<file path="config.mk">
export PLATFORM = sky130hd
export DESIGN_NAME = keypad_code_lock
export DESIGN_NICKNAME = d
export VERILOG_FILES = /design/src/design/kcl_pkg.sv /design/src/design/keypad_code_lock.sv
export SDC_FILE = /design/constraint.sdc
export NUM_CORES = 1
export LEC_CHECK = 0
export CAP_MARGIN = 0
export CORE_ASPECT_RATIO = 1.5
export CORE_UTILIZATION = 30
export CTS_CLUSTER_DIAMETER = 30
export DETAILED_ROUTE_END_ITERATION = 10
export DONT_BUFFER_PORTS = 1
export GPL_TIMING_DRIVEN = 0
export PLACE_DENSITY_LB_ADDON = 0.1
export SKIP_CTS_REPAIR_TIMING = 1
export SYNTH_ARGS = -nofsm -noshare
export SYNTH_HDL_FRONTEND = slang
export SYNTH_SLANG_ARGS = --single-unit
</file>
<file path="constraint.sdc">
create_clock -name clock -period 8.3 [get_ports clock]
set_clock_uncertainty 0.2 [all_clocks]
set_input_delay 1.245 -clock clock [delete_from_list [all_inputs] [get_ports clock]]
set_output_delay 1.245 -clock clock [all_outputs]
set_load 0.02 [all_outputs]
</file>
<file path="src/design/kcl_pkg.sv">
`timescale 1ns / 1ps

package kcl_pkg;

   // Entry buffer geometry
   localparam int MAX_ENTRY    = 8;
   localparam int ENTRY_IDX_W  = (MAX_ENTRY > 1) ? $clog2(MAX_ENTRY) : 1;
   localparam int LEN_W        = 4;
   localparam int CHAR_W       = 8;
   localparam int TICK_W       = 16;
   localparam int PASS_W       = 64;
   localparam int CSR_IDX_W    = 2;

   // Result event codes
   localparam logic [2:0] EV_TICK    = 3'd0;
   localparam logic [2:0] EV_STORED  = 3'd1;
   localparam logic [2:0] EV_CLEARED = 3'd2;
   localparam logic [2:0] EV_CORRECT = 3'd3;
   localparam logic [2:0] EV_WRONG   = 3'd4;
   localparam logic [2:0] EV_IGNORED = 3'd5;

   // Register indexes
   localparam logic [CSR_IDX_W-1:0] CSR_PASS_CHARS  = 2'd0;
   localparam logic [CSR_IDX_W-1:0] CSR_PASS_LENGTH = 2'd1;
   localparam logic [CSR_IDX_W-1:0] CSR_UNLOCK_TICKS = 2'd2;

   // Register reset values
   localparam logic [PASS_W-1:0] PASS_CHARS_RST  = 64'h0000_0000_3433_3231;
   localparam logic [LEN_W-1:0]  PASS_LENGTH_RST = 4'd4;
   localparam logic [TICK_W-1:0] UNLOCK_TICKS_RST = 16'd2000;

   // Special characters
   localparam logic [CHAR_W-1:0] CHAR_STAR = 8'h2A;
   localparam logic [CHAR_W-1:0] CHAR_HASH = 8'h23;

   // Scan code to ASCII; unmapped codes pass through raw
   function automatic logic [CHAR_W-1:0] key_map(input logic [4:0] code);
      logic [CHAR_W-1:0] ch;
      case (code)
         5'd1:    ch = 8'h31;
         5'd2:    ch = 8'h32;
         5'd3:    ch = 8'h33;
         5'd5:    ch = 8'h34;
         5'd6:    ch = 8'h35;
         5'd7:    ch = 8'h36;
         5'd9:    ch = 8'h37;
         5'd10:   ch = 8'h38;
         5'd11:   ch = 8'h39;
         5'd13:   ch = CHAR_STAR;
         5'd14:   ch = 8'h30;
         5'd15:   ch = CHAR_HASH;
         default: ch = {3'b000, code};
      endcase
      return ch;
   endfunction

endpackage

</file>
<file path="src/design/keypad_code_lock.sv">
`timescale 1ns / 1ps

// Keypad code lock. Each request is a key scan code (req_mode 0) or a timer
// tick (req_mode 1) and gives exactly one response: the event, the motor level
// and the entry length after it. A request is decoded and the lock state updated
// in the cycle it is accepted, so one request per cycle is taken while req_ready
// is high; its response is written into an output register backed by a skid
// register, so req_ready stays high while one response waits and drops only
// when both are occupied. Configuration writes take effect on the next cycle.
module keypad_code_lock
   import kcl_pkg::*;
(
   input  logic                  clock,
   input  logic                  reset,
   input  logic                  req_valid,
   output logic                  req_ready,
   input  logic                  req_mode,
   input  logic [4:0]            req_key_code,
   output logic                  rsp_valid,
   input  logic                  rsp_ready,
   output logic [2:0]            rsp_event_res,
   output logic                  rsp_motor_on,
   output logic [LEN_W-1:0]      rsp_entry_count,
   input  logic                  csr_we,
   input  logic [CSR_IDX_W-1:0]  csr_index,
   input  logic [PASS_W-1:0]     csr_wdata
);

   typedef struct packed {
      logic [2:0]       event_res;
      logic             motor_on;
      logic [LEN_W-1:0] entry_count;
   } rsp_type;

   // Configuration registers
   logic [PASS_W-1:0] pass_chars_ff;
   logic [LEN_W-1:0]  pass_len_ff;
   logic [TICK_W-1:0] unlock_ticks_ff;

   // Lock state
   logic [CHAR_W-1:0] entry_ff [MAX_ENTRY];
   logic [LEN_W-1:0]  entry_len_ff, entry_len_in;
   logic              motor_ff, motor_in;
   logic [TICK_W-1:0] tick_ff, tick_in;

   // Output queue
   logic    rsp_valid_ff, skid_valid_ff;
   rsp_type rsp_ff, skid_ff;
   rsp_type result;

   logic              req_accept;
   logic              entry_we;
   logic [CHAR_W-1:0] key_char;
   logic              match;
   logic [TICK_W-1:0] tick_sat;
   logic [2:0]        event_res;

   assign req_ready  = !skid_valid_ff;
   assign req_accept = req_valid && req_ready;
   assign key_char   = key_map(req_key_code);

   // Entry compare against password, length and content
   always_comb begin
      match = (pass_len_ff <= LEN_W'(MAX_ENTRY)) && (pass_len_ff == entry_len_ff);
      for (int i = 0; i < MAX_ENTRY; i++) begin
         if ((LEN_W'(i) < entry_len_ff) &&
             (entry_ff[i] != pass_chars_ff[i*CHAR_W +: CHAR_W])) begin
            match = 1'b0;
         end
      end
   end

   assign tick_sat = (tick_ff != {TICK_W{1'b1}}) ? tick_ff + 1'b1 : tick_ff;

   // Request decode and next state
   always_comb begin
      entry_len_in = entry_len_ff;
      motor_in     = motor_ff;
      tick_in      = tick_ff;
      entry_we     = 1'b0;
      event_res    = EV_IGNORED;
      if (req_mode) begin
         event_res = EV_TICK;
         if (motor_ff) begin
            tick_in = tick_sat;
            if (tick_sat >= unlock_ticks_ff) begin
               motor_in = 1'b0;
            end
         end
      end else if (req_key_code == 5'd0 || motor_ff) begin
         event_res = EV_IGNORED;
      end else if (key_char == CHAR_STAR) begin
         event_res    = EV_CLEARED;
         entry_len_in = '0;
      end else if (key_char == CHAR_HASH) begin
         if (match) begin
            event_res = EV_CORRECT;
            motor_in  = 1'b1;
            tick_in   = '0;
         end else begin
            event_res = EV_WRONG;
         end
      end else if (entry_len_ff >= LEN_W'(MAX_ENTRY)) begin
         event_res = EV_IGNORED;
      end else begin
         event_res    = EV_STORED;
         entry_we     = 1'b1;
         entry_len_in = entry_len_ff + 1'b1;
      end
   end

   assign result.event_res   = event_res;
   assign result.motor_on    = motor_in;
   assign result.entry_count = entry_len_in;

   // Configuration registers
   always_ff @(posedge clock) begin
      if (reset) begin
         pass_chars_ff   <= PASS_CHARS_RST;
         pass_len_ff     <= PASS_LENGTH_RST;
         unlock_ticks_ff <= UNLOCK_TICKS_RST;
      end else if (csr_we) begin
         case (csr_index)
            CSR_PASS_CHARS:   pass_chars_ff   <= csr_wdata;
            CSR_PASS_LENGTH:  pass_len_ff     <= csr_wdata[LEN_W-1:0];
            CSR_UNLOCK_TICKS: unlock_ticks_ff <= csr_wdata[TICK_W-1:0];
            default: ;
         endcase
      end
   end

   // Lock state update
   always_ff @(posedge clock) begin
      if (reset) begin
         entry_len_ff <= '0;
         motor_ff     <= 1'b0;
         tick_ff      <= '0;
      end else if (req_accept) begin
         entry_len_ff <= entry_len_in;
         motor_ff     <= motor_in;
         tick_ff      <= tick_in;
      end
   end

   // Entry buffer, no reset
   always_ff @(posedge clock) begin
      if (req_accept && entry_we) begin
         entry_ff[entry_len_ff[ENTRY_IDX_W-1:0]] <= key_char;
      end
   end

   // Output register with skid register behind it
   always_ff @(posedge clock) begin
      if (reset) begin
         rsp_valid_ff  <= 1'b0;
         skid_valid_ff <= 1'b0;
      end else if (!rsp_valid_ff || rsp_ready) begin
         if (skid_valid_ff) begin
            rsp_valid_ff  <= 1'b1;
            skid_valid_ff <= req_accept;
         end else begin
            rsp_valid_ff  <= req_accept;
         end
      end else if (req_accept) begin
         skid_valid_ff <= 1'b1;
      end
   end

   always_ff @(posedge clock) begin
      if (!rsp_valid_ff || rsp_ready) begin
         if (skid_valid_ff) begin
            rsp_ff  <= skid_ff;
            skid_ff <= result;
         end else begin
            rsp_ff  <= result;
         end
      end else if (req_accept) begin
         skid_ff <= result;
      end
   end

   assign rsp_valid       = rsp_valid_ff;
   assign rsp_event_res   = rsp_ff.event_res;
   assign rsp_motor_on    = rsp_ff.motor_on;
   assign rsp_entry_count = rsp_ff.entry_count;

   // Checks
   a_correct_motor: assert property (@(posedge clock) disable iff (reset)
      (req_accept && event_res == EV_CORRECT) |=> motor_ff)
      else $error("motor not on after correct entry");

   a_len_bound: assert property (@(posedge clock) disable iff (reset)
      entry_len_ff <= LEN_W'(MAX_ENTRY))
      else $error("entry length past buffer");

   a_skid_order: assert property (@(posedge clock) disable iff (reset)
      skid_valid_ff |-> rsp_valid_ff)
      else $error("skid holds a response with output register empty");

   a_idle_tick: assert property (@(posedge clock) disable iff (reset)
      (req_accept && req_mode && !motor_ff) |=> ($stable(entry_len_ff) && !motor_ff))
      else $error("tick with motor off changed state");

endmodule

</file>
# Yosys cells after proc, flatten, opt, wreduce, memory -nomap -nowiden
# Memory sizes are Yosys's and may differ from the RTL's.
# Index checks and enable logic that the tools add are counted.
[word_totals] output_inout_bits=10 n_memories=1 ram_bits=48 register_bits=123 word_cells=132
[mem_list] memory="entry_ff" words=8 width=6 read_ports=8 rd_clocked_by_memory_dff=0 write_ports=1 line_no="keypad_code_lock.sv:41" text="logic [CHAR_W-1:0] entry_ff [MAX_ENTRY];"
[op_classes] n_addsub=2 n_lt_le_gt_ge=11 reduce_logical=25 n_mux=49 n_eq_ne=30
[op_table] cell="two-way mux 16 bit" n=7
[op_table] cell="case mux 6 bit (12 select lines)" n=1
[op_table] cell="!= test 8 bit" n=8
[op_table] cell="two-way mux 8 bit" n=4
[op_table] cell="equality test 5 x 4 -> 1 bit, second input constant" n=6
[op_table] cell="two-way mux 1 bit" n=26
[op_table] cell="two-way mux 4 bit" n=5
[op_table] cell="two-way mux 3 bit" n=6
[op_table] cell="adder 16 x 1 -> 16 bit, second input constant" n=1
[op_table] cell="equality test 8 x 6 -> 1 bit, second input constant" n=2
[op_table] cell="greater-or-equal comparator 16 bit" n=1
[op_table] cell="< comparator 3 x 4 -> 1 bit, first input constant" n=4
[op_table] cell="!= test 16 bit, second input constant" n=1
[op_table] cell="equality test 5 x 3 -> 1 bit, second input constant" n=3
[op_table] cell="logical AND 1 bit" n=11
[op_table] cell="equality test 5 x 2 -> 1 bit, second input constant" n=2
[op_table] cell="< comparator 1 x 4 -> 1 bit, first input constant" n=2
[op_table] cell="< comparator 2 x 4 -> 1 bit, first input constant" n=2
[op_table] cell="AND reduction 2 bit" n=4
[op_table] cell="!= test 2 bit, second input constant" n=3
[op_table] cell="AND reduction 6 bit" n=1
[op_table] cell="nonzero test 2 bit" n=3
[op_table] cell="equality test 5 x 1 -> 1 bit, second input constant" n=1
[op_table] cell="zero test 5 bit" n=1
[op_table] cell="other kinds (10)" n=12

# Logic depth before layout (Yosys ltp)
# Gate-level depths: netlist (run 1).
# An unclocked memory read counts as a cell.
[depth] ltp_word=18 ltp_mapped=15

# Worst setup path after synthesis (run 1)
# No wires, ideal clock.
[synth_path] kind="flip-flop to flip-flop" startpoint="reg tick_ff[4]" endpoint="reg rsp_ff (netlist bit rsp_motor_on), data pin" t_arrival_ns=3.181 period_less_slack_ns=3.550 setup_ns=0.169 path_stages_with_launch=16 path_slack_ns=4.750 required_ns=7.931 path_cell_list="dfxtp_1 buf_2 and4_1 nand4_1 nor4_2 or2_2 inv_1 and3_1 xor2_1 ha_1 a21o_1 a21oi_1 nor2b_1 o31ai_1 a31oi_1 o31ai_1"
[synth_between] elab_chain_cells=7 elab_cells_between_ends=8
[synth_rtl] element="start: declaration" line_no="keypad_code_lock.sv:44" text="logic [TICK_W-1:0] tick_ff, tick_in;"
[synth_rtl] element="start signal: assignment" line_no="keypad_code_lock.sv:141" text="tick_ff <= tick_in;"
[synth_rtl] element="adder 16 x 1 -> 16 bit / != test 16 bit (equally long branches)" line_no="keypad_code_lock.sv:73" text="assign tick_sat = (tick_ff != {TICK_W{1'b1}}) ? tick_ff + 1'b1 : tick_ff;"
[synth_rtl] element="two-way mux 16 bit *" line_no="keypad_code_lock.sv:73"
[synth_rtl] element="greater-or-equal comparator 16 bit *" line_no="keypad_code_lock.sv:86" text="if (tick_sat >= unlock_ticks_ff) begin"
[synth_rtl] element="two-way mux 1 bit *" line_no="keypad_code_lock.sv:86"
[synth_rtl] element="two-way mux 1 bit *" line_no="keypad_code_lock.sv:84" text="if (motor_ff) begin"
[synth_rtl] element="two-way mux 1 bit *" line_no="keypad_code_lock.sv:82" text="if (req_mode) begin"
[synth_rtl] element="two-way mux 8 bit *" line_no="keypad_code_lock.sv:171" text="if (skid_valid_ff) begin"
[synth_rtl] element="end signal: assignment" line_no="keypad_code_lock.sv:172" text="rsp_ff <= skid_ff;"
[synth_rtl] element="end signal: assignment" line_no="keypad_code_lock.sv:175" text="rsp_ff <= result;"
[synth_rtl] element="end: declaration" line_no="keypad_code_lock.sv:48" text="rsp_type rsp_ff, skid_ff;"
# Mark *: on every way between the ends. The rest lies on a longest branch, timed or not.
# A chain may end at the register's enable or synchronous reset.

# Worst setup path after layout (run 1)
# Ends and elaborated chain as after synthesis.

==> impl_metrics.csv, run 1 <==
group,metric,value,unit
synth,synth_warnings,0,
detailed_routing,ant_nets,0,
synth,ys_async_sr_fraction,0,
layout,layout-drive-gt1-share,0.06522,
synth,synth_cell_types,57,
global_routing,grt_max_degree,17,
cts,cts_tree,"built",
synth,synthCells,795,
job,max_cap_viol_count,0,
worst_hold_path,hold_path.class,"register to register",
detailed_routing,totalWireLength,20200,µm
power,p_leak,3.076,nW
sta,rsz0062_at_grt,"false",
sta,fin_crit,4.393,ns
synth,netlist_area,0.007566,mm²
sta,worst_pin_slew,1.161,ns
synth,synth_top_cell_by_area,"dfxtp_1",
synth,synth_area_per_cell,9.517,µm²
floorplanning,die_y,196.5,µm
power,ir_worst_vdd,0.0001480,V
worst_setup_path,arrival,4.45,ns
sta,finalMaxSlewViolations,0,
placement,place_hpwl,15400,µm
global_routing,grt_remaining_overflow,0,
layout,fillers,2520,
placement,gp_congestion,0.8234,
floorplanning,core-area,0.02461,mm²
synth,mappedNetlistNets,891,
worst_setup_path,critical_path.max_fanout,9,
cts,cts_inserted_buffers,17,
floorplanning,start_util,0.3074,
worst_setup_path,cp.required,8.35,ns
detailed_routing,post_drt_wl_per_cell,17.53,µm
worst_setup_path,reg2regPathDepth,15,
power,powerDensity,217.9,mW/mm²
global_routing,grt_pass1_vias,5617,
worst_hold_path,min_delay_path_depth,2,
global_routing,grt_pass1_wl,31770,µm
global_routing,antenna_found_initial,0,
detailed_routing,num_vias,5595,
detailed_routing,first_iter_violations,280,
cts,cts_sinks,171,
floorplanning,ioPinCount,87,
synth,synth.top_cell.area_share,0.2831,
sta,fin_setup_tns,0,ns
detailed_routing,dr.pass1.iters,4,
detailed_routing,drc,0,
synth,synth-seq-cells,171,
sta,fmax,227.7,MHz
placement,io_buffers,0,
worst_setup_path,crit_type,"register to register",
worst_setup_path,worstSetupEndpointType,"register",
synth,synth_area_leaders,"dfxtp_1 28%, edfxtp_1 25%, nand2_1 8.8%",
outcome,status,"complete, no violations",
sta,finalSetupViolCount,0,
layout,area.growth.synth_to_final,13.51,%
sta,relSlewSlack,0.2177,
floorplanning,fp-row-count,70,
worst_setup_path,crit_path_start_kind,"register",
synth,synth_edf_count,64,
synth,synth_ff_type,"dfxtp_1",
sta,finalCritPeriodShare,0.5292,
layout,nets,911,
layout,utilization,0.3490,
cts,clk_latency,0.44,ns
detailed_routing,viasPerCell,4.857,
cts,clk_pin_slew_worst_paths,0.08,ns
synth,yosysSeqAreaShare,0.5371,
floorplanning,die_area,0.02587,mm²
layout,diodes,0,
sta,hold_viol,0,
cts,h-tree-depth,4,
global_routing,grt_use_total,0.1632,
cts,root_buffer,"clkbuf_16",
floorplanning,die_w,131.7,µm
cts,clk_path_buf_depth,2,
-- flip-flops by register name, summed over array words and instances (netlist names), 4 cells and up --
register         count
rsp_entry_count      4
tick_ff             16
skid_ff              8
entry_ff            48
entry_len_ff         4
pass_len_ff          4
pass_chars_ff       64
unlock_ticks_ff     16
-- stage by stage --
step / hold slack (ns) / worst slack (ns) / instances / area [µm²] / total power, mW
final: 0.2538 / 3.907 / 1152 / 8588 / 1.871
after global routing: 0.2736 / 3.444 / 1152 / 8588 / 1.946
after global placement: 0.2432 / 3.869 / 1119 / 7971 / 1.051
after floorplan: 0.2362 / 4.750 / 795 / 7566 / 1.014
after CTS: 0.2563 / 3.844 / 1152 / 8588 / 1.895
after detailed placement: 0.2477 / 3.885 / 1120 / 7979 / 1.053
-- critical path, stage by stage (launching register included) --
cell and delay [ns]:
dfxtp_1 0.31, buf_2 0.17, and4_1 0.26, nand4_1 0.26, nor4_2 0.80, or2_2 0.27, inv_1 0.06, and3_1 0.19
xor2_1 0.20, ha_1 0.28, a21o_1 0.17, a21oi_1 0.13, nor2b_1 0.06, o31ai_1 0.29, a31oi_1 0.26, o31ai_1 0.30
-- layout make-up --
type	count	area (µm²)	share of cell area
clock buffers	20	436.7	0.05084
multi-input cells	561	3254	0.3789
well taps	324	405.4	0.04720
repair buffers	1	7.507	0.0008741
clock inverters	12	172.7	0.02010
plain buffers	39	157.7	0.01836
inverters	24	90.09	0.01049
flip-flops and latches	171	4064	0.4732
-- where the power goes --
part | leakage (nW) | internal, mW | switching (mW) | total (mW)
clock | 0.284 | 0.502 | 0.336 | 0.838
combinational | 1.33 | 0.0380 | 0.0752 | 0.113
sequential | 1.47 | 0.899 | 0.0205 | 0.920
-- cell families (layout without fill, tap and decap cells) --
| family | after synthesis | after routing | synth area share |
|---|---|---|---|
| multiplexers | 10 | 10 | 0.01422 |
| AO/OA/AOI/OAI | 152 | 152 | 0.1237 |
| buffers and inverters | 63 | 96 | 0.03274 |
| XOR/XNOR | 61 | 61 | 0.07061 |
| adder cells (fa/ha/maj) | 19 | 19 | 0.03142 |
| flip-flops | 171 | 171 | 0.5371 |
| AND/OR/NAND/NOR | 319 | 319 | 0.1902 |
-- final timing paths --
check                           slack (ns)           endpoint               from
worst max-delay path                  3.91       rsp_motor_on         tick_ff[4]
worst min-delay path                  0.25  pass_chars_ff[63]  pass_chars_ff[63]
worst max register to register        3.91       rsp_motor_on         tick_ff[4]
worst min register to register        0.25  pass_chars_ff[63]  pass_chars_ff[63]
-- cells in the final DEF (no fill, tap or decap), types with 3 or more instances in the layout --
cell type,synthesis,layout
clkinvlp_4,0,4
dfxtp_1,107,107
clkbuf_16,0,17
a31oi_1,5,5
buf_2,3,3
a22o_2,4,4
mux2_2,6,6
a21oi_1,79,79
or4_1,4,4
xnor2_1,30,30
buf_1,5,5
xor2_1,31,31
nor3_1,15,15
nand3b_1,4,4
nor2b_1,5,5
o21ai_0,19,17
a22o_1,10,10
mux2i_1,4,4
nand2_1,178,178
nand4_1,15,15
nor2_1,47,47
clkbuf_1,30,33
o31ai_1,6,6
o21ai_1,1,3
ha_1,19,19
or2_2,4,4
a211oi_1,5,5
bufinv_16,0,4
edfxtp_1,64,64
o211ai_1,5,5
a21o_1,5,5
nand2b_1,7,7
inv_1,23,23
nand3_1,22,22
nor4_1,3,3
-- Yosys cell counts (6+ instances only) --
master and instances:
xnor2_1 30, inv_1 23, nor3_1 15, a22o_1 10, dfxtp_1 107, nor2_1 47
nand2_1 178, mux2_2 6, xor2_1 31, ha_1 19, o31ai_1 6, clkbuf_1 30
o21ai_0 19, nand4_1 15, nand3_1 22, nand2b_1 7, a21oi_1 79, edfxtp_1 64
-- routing by layer --
layer | global-route usage | vias to the layer above | share of wire
met2 | 0.2998 | 115 | 0.54
met3 | 0.03061 | 21 | 0.037
li1 | - | 2803 | -
met1 | 0.1868 | 2656 | 0.41
met5 | 0 | - | 0
met4 | 0.05900 | 0 | 0.018
No activity file was read; power rests on OpenSTA's default activity.
==> inputs of run 2 (changes only) <==
ABC_AREA = 1   (was default)
clock period = 4.55 ns   (was 8.3 ns; I/O delays follow)
==> run 2 against run 1 <==
Sequential share of layout area decreased by 2.3 points. Synthesized area rose by 6.8%. Flip-flop and latch count did not move. Register-to-register slack worse by 3.0 ns. Synthesized cell count up 30%. Worst setup slack got worse by 3.0 ns. Utilization is 0.84 points lower. Global-route usage grew 1.2 points. Sequential power rose by 85%.
==> impl_metrics.csv, run 2 <==
group,metric,value,unit
detailed_routing,drc,0,
placement,io_buffers,0,
placement,dp_slack,0.8398,ns
synth,synth_cell_types,43,
detailed_routing,num_vias,6525,
power,p_leak,3.871,nW
global_routing,grt_use_total,0.1752,
layout,final_common_cell,"nand2_1",
floorplanning,die_w,136.0,µm
global_routing,grt_max_degree,17,
power,ir_worst_vdd,0.0002796,V
layout,regArea,0.004064,mm²
synth,synth_commonest_cells,"256 x nand2_1, 136 x nor2_1, 135 x inv_1, 107 x dfxtp_1, 85 x o21ai_0",
sta,relSlewSlack,0.2557,
global_routing,grt_pass1_wl,35200,µm
sta,finalSetupViolCount,0,
worst_setup_path,crit_type,"register to register",
sta,fin_crit,3.659,ns
synth,synth_top_cell_by_area,"dfxtp_1",
synth,synth_warnings,0,
sta,fmax,273.3,MHz
layout,most-common-layout-cells,"256 x nand2_1, 136 x nor2_1, 135 x inv_1",
synth,yosysSeqAreaShare,0.5030,
sta,finalCritPeriodShare,0.8041,
layout,multi_input_area,0.003338,mm²
sta,worst_pin_slew,1.108,ns
worst_setup_path,r2r_slack,0.89,ns
cts,clk_pin_slew_worst_paths,0.07,ns
worst_setup_path,arrival,3.66,ns
layout,area.growth.synth_to_final,11.65,%
worst_setup_path,slowest_stage,"clkinv_1",
worst_setup_path,reg2reg_from,"tick_ff[0]",
global_routing,antenna_found_initial,1,
global_routing,grt_remaining_overflow,0,
worst_setup_path,worstSetupEndpointType,"register",
job,max_cap_viol_count,0,
floorplanning,die_y,203.0,µm
synth,ys_async_sr_fraction,0,
outcome,status,"complete, no violations",
cts,clk_path_buf_depth,2,
floorplanning,start_util,0.3050,
detailed_routing,ant_nets,0,
detailed_routing,viasPerCell,4.644,
synth,synth_edf_count,64,
worst_setup_path,timing.rr.end,"rsp_motor_on",
detailed_routing,totalWireLength,22920,µm
placement,gp_congestion,0.7874,
worst_setup_path,reg2regPathDepth,15,
worst_hold_path,hold_path.class,"input port to register",
worst_setup_path,crit_start,"tick_ff[0]",
power,powerDensity,363.2,mW/mm²
detailed_routing,first_iter_violations,330,
cts,root_buffer,"clkbuf_16",
floorplanning,fp-row-count,73,
cts,cts_tree,"built",
synth,mappedNetlistNets,1131,
detailed_routing,dr.pass1.iters,5,
synth,synth_area_leaders,"dfxtp_1 27%, edfxtp_1 24%, nand2_1 12%",
floorplanning,core-area,0.02649,mm²
layout,regMostFlops,"pass_chars_ff",
placement,place_hpwl,17350,µm
sta,finalMaxSlewViolations,0,
worst_setup_path,cp_cell_sequence,"ha_1, nand3_1, inv_2, nand2_2, nor2_1, clkinv_1, nand2_1, ha_1, nand4_1, nor3_1, nand3_1, nand4_1, nand3_1, nand2_1, nand2_1",
layout,utilization,0.3405,
synth,synth_most_common_cell,"nand2_1",
layout,nets,1151,
worst_setup_path,cp-endpoint,"rsp_motor_on",
synth,synth.top_cell.area_share,0.2651,
detailed_routing,post_drt_wl_per_cell,16.31,µm
floorplanning,ioPinCount,87,
synth,synth-seq-cells,171,
worst_setup_path,max_stage_delay,0.40,ns
worst_setup_path,crit_family,"simple AND/OR/NAND/NOR gates",
sta,hold_viol,0,
sta,fin_setup_tns,0,ns
layout,fillers,2902,
layout,layout-drive-gt1-share,0.05805,
worst_setup_path,critical_path.max_fanout,10,
cts,cts_inserted_buffers,17,
synth,synth_ff_type,"dfxtp_1",
worst_setup_path,crit_cells,15,
global_routing,grt_pass1_vias,6308,
worst_setup_path,crit_buf_inv,2,
worst_setup_path,cp.required,4.55,ns
layout,largest_register_ffs,64,
sta,layout_setup_ws,0.8911,ns
synth,netlist_area,0.008079,mm²
worst_setup_path,crit_path_start_kind,"register",
cts,clk_latency,0.45,ns
cts,h-tree-depth,4,
sta,rsz0062_at_grt,"false",
layout,diodes,0,
worst_hold_path,min_delay_path_depth,2,
floorplanning,die_area,0.02760,mm²
cts,cts_sinks,171,
worst_hold_path,hp-start,"csr_wdata[16]",
synth,synth_area_per_cell,7.806,µm²
synth,synthCells,1035,
run 2: worst min path at each step:
stage,end,slack (ns)
2_1_floorplan,pass_chars_ff[30],0.23
3_3_place_gp,pass_chars_ff[63],0.24
3_5_place_dp,pass_chars_ff[63],0.25
4_1_cts,pass_chars_ff[16],0.14
5_1_grt,pass_chars_ff[9],0.15
6_report,pass_chars_ff[16],0.16
run 2: logic make-up (layout without fill, tap and decap cells):
kind of cell | Yosys count | after routing | synth area share
buf+inv | 176 | 209 | 0.08378
compound gates | 186 | 186 | 0.1256
xor+xnor | 20 | 20 | 0.02354
fa+ha+maj | 19 | 19 | 0.02943
simple gates | 463 | 463 | 0.2346
flops | 171 | 171 | 0.5030
run 2: final cells by class:
cell class / instances / share of cell area
Buffer: 31 / 0.01470
Multi-Input combinational cell: 688 / 0.3701
Clock buffer: 20 / 0.04841
Inverter: 145 / 0.06034
Tap cell: 337 / 0.04675
Clock inverter: 12 / 0.008323
Sequential cell: 171 / 0.4505
Timing Repair Buffer: 1 / 0.0008323
run 2: routing by layer:
layer,up-vias,GRT usage,share of wire
li1,3374,-,-
met1,3017,0.1934,0.41
met2,107,0.3233,0.53
met3,25,0.03970,0.039
met4,2,0.05952,0.017
met5,-,0,0.00035
run 2: report_power, final:
part,leakage (nW),switching (mW),internal (mW)
clock network,0.248,0.625,0.692
registers,1.47,0.0388,1.66
logic,2.15,0.187,0.0755
total,3.87,0.851,2.42
run 2: metrics by stage:
step	std cells	hold slack (ns)	instance area (µm²)	total power, mW
6_report	1405	0.1598	9020	3.276
5_1_grt	1405	0.1485	9020	3.426
4_1_cts	1405	0.1421	9020	3.332
3_5_place_dp	1373	0.2493	8508	1.999
3_3_place_gp	1372	0.2424	8501	1.996
2_1_floorplan	1035	0.2292	8079	1.903
==> inputs of run 3 (changes only) <==
clock period = 3.66 ns   (was 4.55 ns; I/O delays follow)
==> run 3 against run 2 <==
Global-route usage unchanged. Cell count unchanged. Die area unchanged. Sequential power up 24%. Largest cell class unchanged.
==> impl_metrics.csv, run 3 (synthesized netlist as in run 2, its figures left out) <==
group,metric,value,unit
power,ir_worst_vdd,0.0003485,V
worst_setup_path,crit_type,"register to register",
power,finalPower,4.071,mW
sta,fin_crit,3.297,ns
cts,clk_path_buf_depth,2,
power,p_sw_frac,0.2594,
floorplanning,die_y,203.0,µm
cts,clk_pin_slew_worst_paths,0.07,ns
layout,final_common_cell,"nand2_1",
detailed_routing,dr.pass1.iters,5,
sta,finalCritPeriodShare,0.9009,
sta,finalMaxSlewViolations,0,
layout,fillers,2903,
worst_setup_path,r2r_slack,0.36,ns
worst_setup_path,crit_path_start_kind,"register",
global_routing,grt_remaining_overflow,0,
detailed_routing,num_vias,6526,
power,switchingPower,1.056,mW
power,p_seq_frac,0.518,
cts,clk_latency,0.45,ns
global_routing,grt_use_total,0.1752,
floorplanning,die_area,0.02760,mm²
placement,io_buffers,0,
worst_setup_path,worstSetupEndpointType,"register",
detailed_routing,first_iter_violations,302,
worst_hold_path,hold_path.class,"input port to register",
layout,nets,1151,
sta,fmax,303.3,MHz
cts,root_buffer,"clkbuf_16",
layout,largest_register_ffs,64,
global_routing,antenna_found_initial,1,
detailed_routing,viasPerCell,4.645,
cts,cts_sinks,171,
global_routing,grt_pass1_vias,6308,
power,p_leak,3.872,nW
floorplanning,fp-row-count,73,
job,max_cap_viol_count,0,
sta,rsz0062_at_grt,"false",
power,p_int,3.015,mW
sta,finalSetupViolCount,0,
layout,regMostFlops,"pass_chars_ff",
placement,place_hpwl,17350,µm
layout,multi_input_area,0.003347,mm²
global_routing,grt_pass1_wl,35200,µm
detailed_routing,drc,0,
detailed_routing,totalWireLength,22880,µm
sta,relSlewSlack,0.2465,
layout,most-common-layout-cells,"256 x nand2_1, 136 x nor2_1, 135 x inv_1",
global_routing,grt_max_degree,17,
sta,worst_pin_slew,1.122,ns
placement,gp_congestion,0.7874,
layout,diodes,0,
layout,regArea,0.004064,mm²
worst_setup_path,cp.required,3.66,ns
power,powerDensity,450.9,mW/mm²
power,clockPowerShare,0.402,
cts,h-tree-depth,4,
layout,area.growth.synth_to_final,11.75,%
floorplanning,ioPinCount,87,
floorplanning,core-area,0.02649,mm²
detailed_routing,post_drt_wl_per_cell,16.28,µm
cts,cts_tree,"built",
worst_setup_path,critical_path.max_fanout,4,
layout,utilization,0.3409,
outcome,status,"complete, no violations",
layout,layout-drive-gt1-share,0.06086,
worst_setup_path,arrival,3.30,ns
cts,cts_inserted_buffers,17,
detailed_routing,ant_nets,0,
power,combPwrFrac,0.080,
floorplanning,start_util,0.3050,
sta,hold_viol,0,
floorplanning,die_w,136.0,µm
[run 3: changes by cell type in the layout (fill, tap and decap cells not counted), sizes merged]
cell	delta
clkinv	-1
inv	+1
[run 3: layer usage]
metal  part of all wire  track usage  vias up
met5            0.00035            0        -
met4              0.017      0.05952        2
met3              0.038      0.03970       25
met2               0.53       0.3233      112
met1               0.41       0.1934     3014
li1                   -            -     3373
[run 3: final timing paths]
path                            cells past startpoint         startpoint           endpoint
worst max-delay path                               17         tick_ff[0]       rsp_motor_on
worst min-delay path                                2      csr_wdata[16]  pass_chars_ff[16]
worst max register to register                     17         tick_ff[0]       rsp_motor_on
worst min register to register                      2  pass_chars_ff[30]  pass_chars_ff[30]
[run 3: area by class of cell]
| type | count | area share |
|---|---|---|
| sequential | 171 | 0.4501 |
| multi-input combinational | 688 | 0.3707 |
| inverter | 145 | 0.06028 |
| clock buffer | 20 | 0.04836 |
| tap | 337 | 0.04670 |
| buffer | 31 | 0.01469 |
| clock inverter | 12 | 0.008315 |
| timing repair buffer | 1 | 0.0008315 |
[run 3: worst max-delay path, cell delays in order (launching register included)]
cell	delay (ns)
dfxtp_1	0.39
ha_1	0.21
nand3_1	0.14
inv_2	0.12
nand2_2	0.08
nor2_2	0.10
inv_2	0.06
nor3_1	0.18
xnor2_1	0.15
nand2_1	0.09
ha_1	0.30
nand4_1	0.15
nor3_2	0.29
nand3_1	0.20
nand4_1	0.15
nand3_1	0.11
nand2_1	0.07
nand2_1	0.05
[run 3: power by group through the flow]
stage / clock, mW / sequential (mW) / combinational, mW
6_report: 1.64 / 2.11 / 0.326
5_1_grt: 1.77 / 2.12 / 0.375
4_1_cts: 1.70 / 2.11 / 0.335
3_5_place_dp: 0 / 2.15 / 0.333
3_3_place_gp: 0 / 2.15 / 0.330
2_1_floorplan: 0 / 2.14 / 0.225
[run 3: metrics by stage]
step	setup WS (ns)	cells	hold slack, ns	setup TNS, ns	instance area, µm²
final	0.3628	1405	0.02607	0	9029
after global placement	-0.03692	1372	0.2424	-0.3047	8501
after floorplan	0.8760	1035	0.2292	0	8079
after CTS	-0.06860	1405	0.008642	-0.06860	9020
after detailed placement	-0.05023	1373	0.2493	-0.05023	8508
after global routing	0.03296	1405	0.01498	0	9029
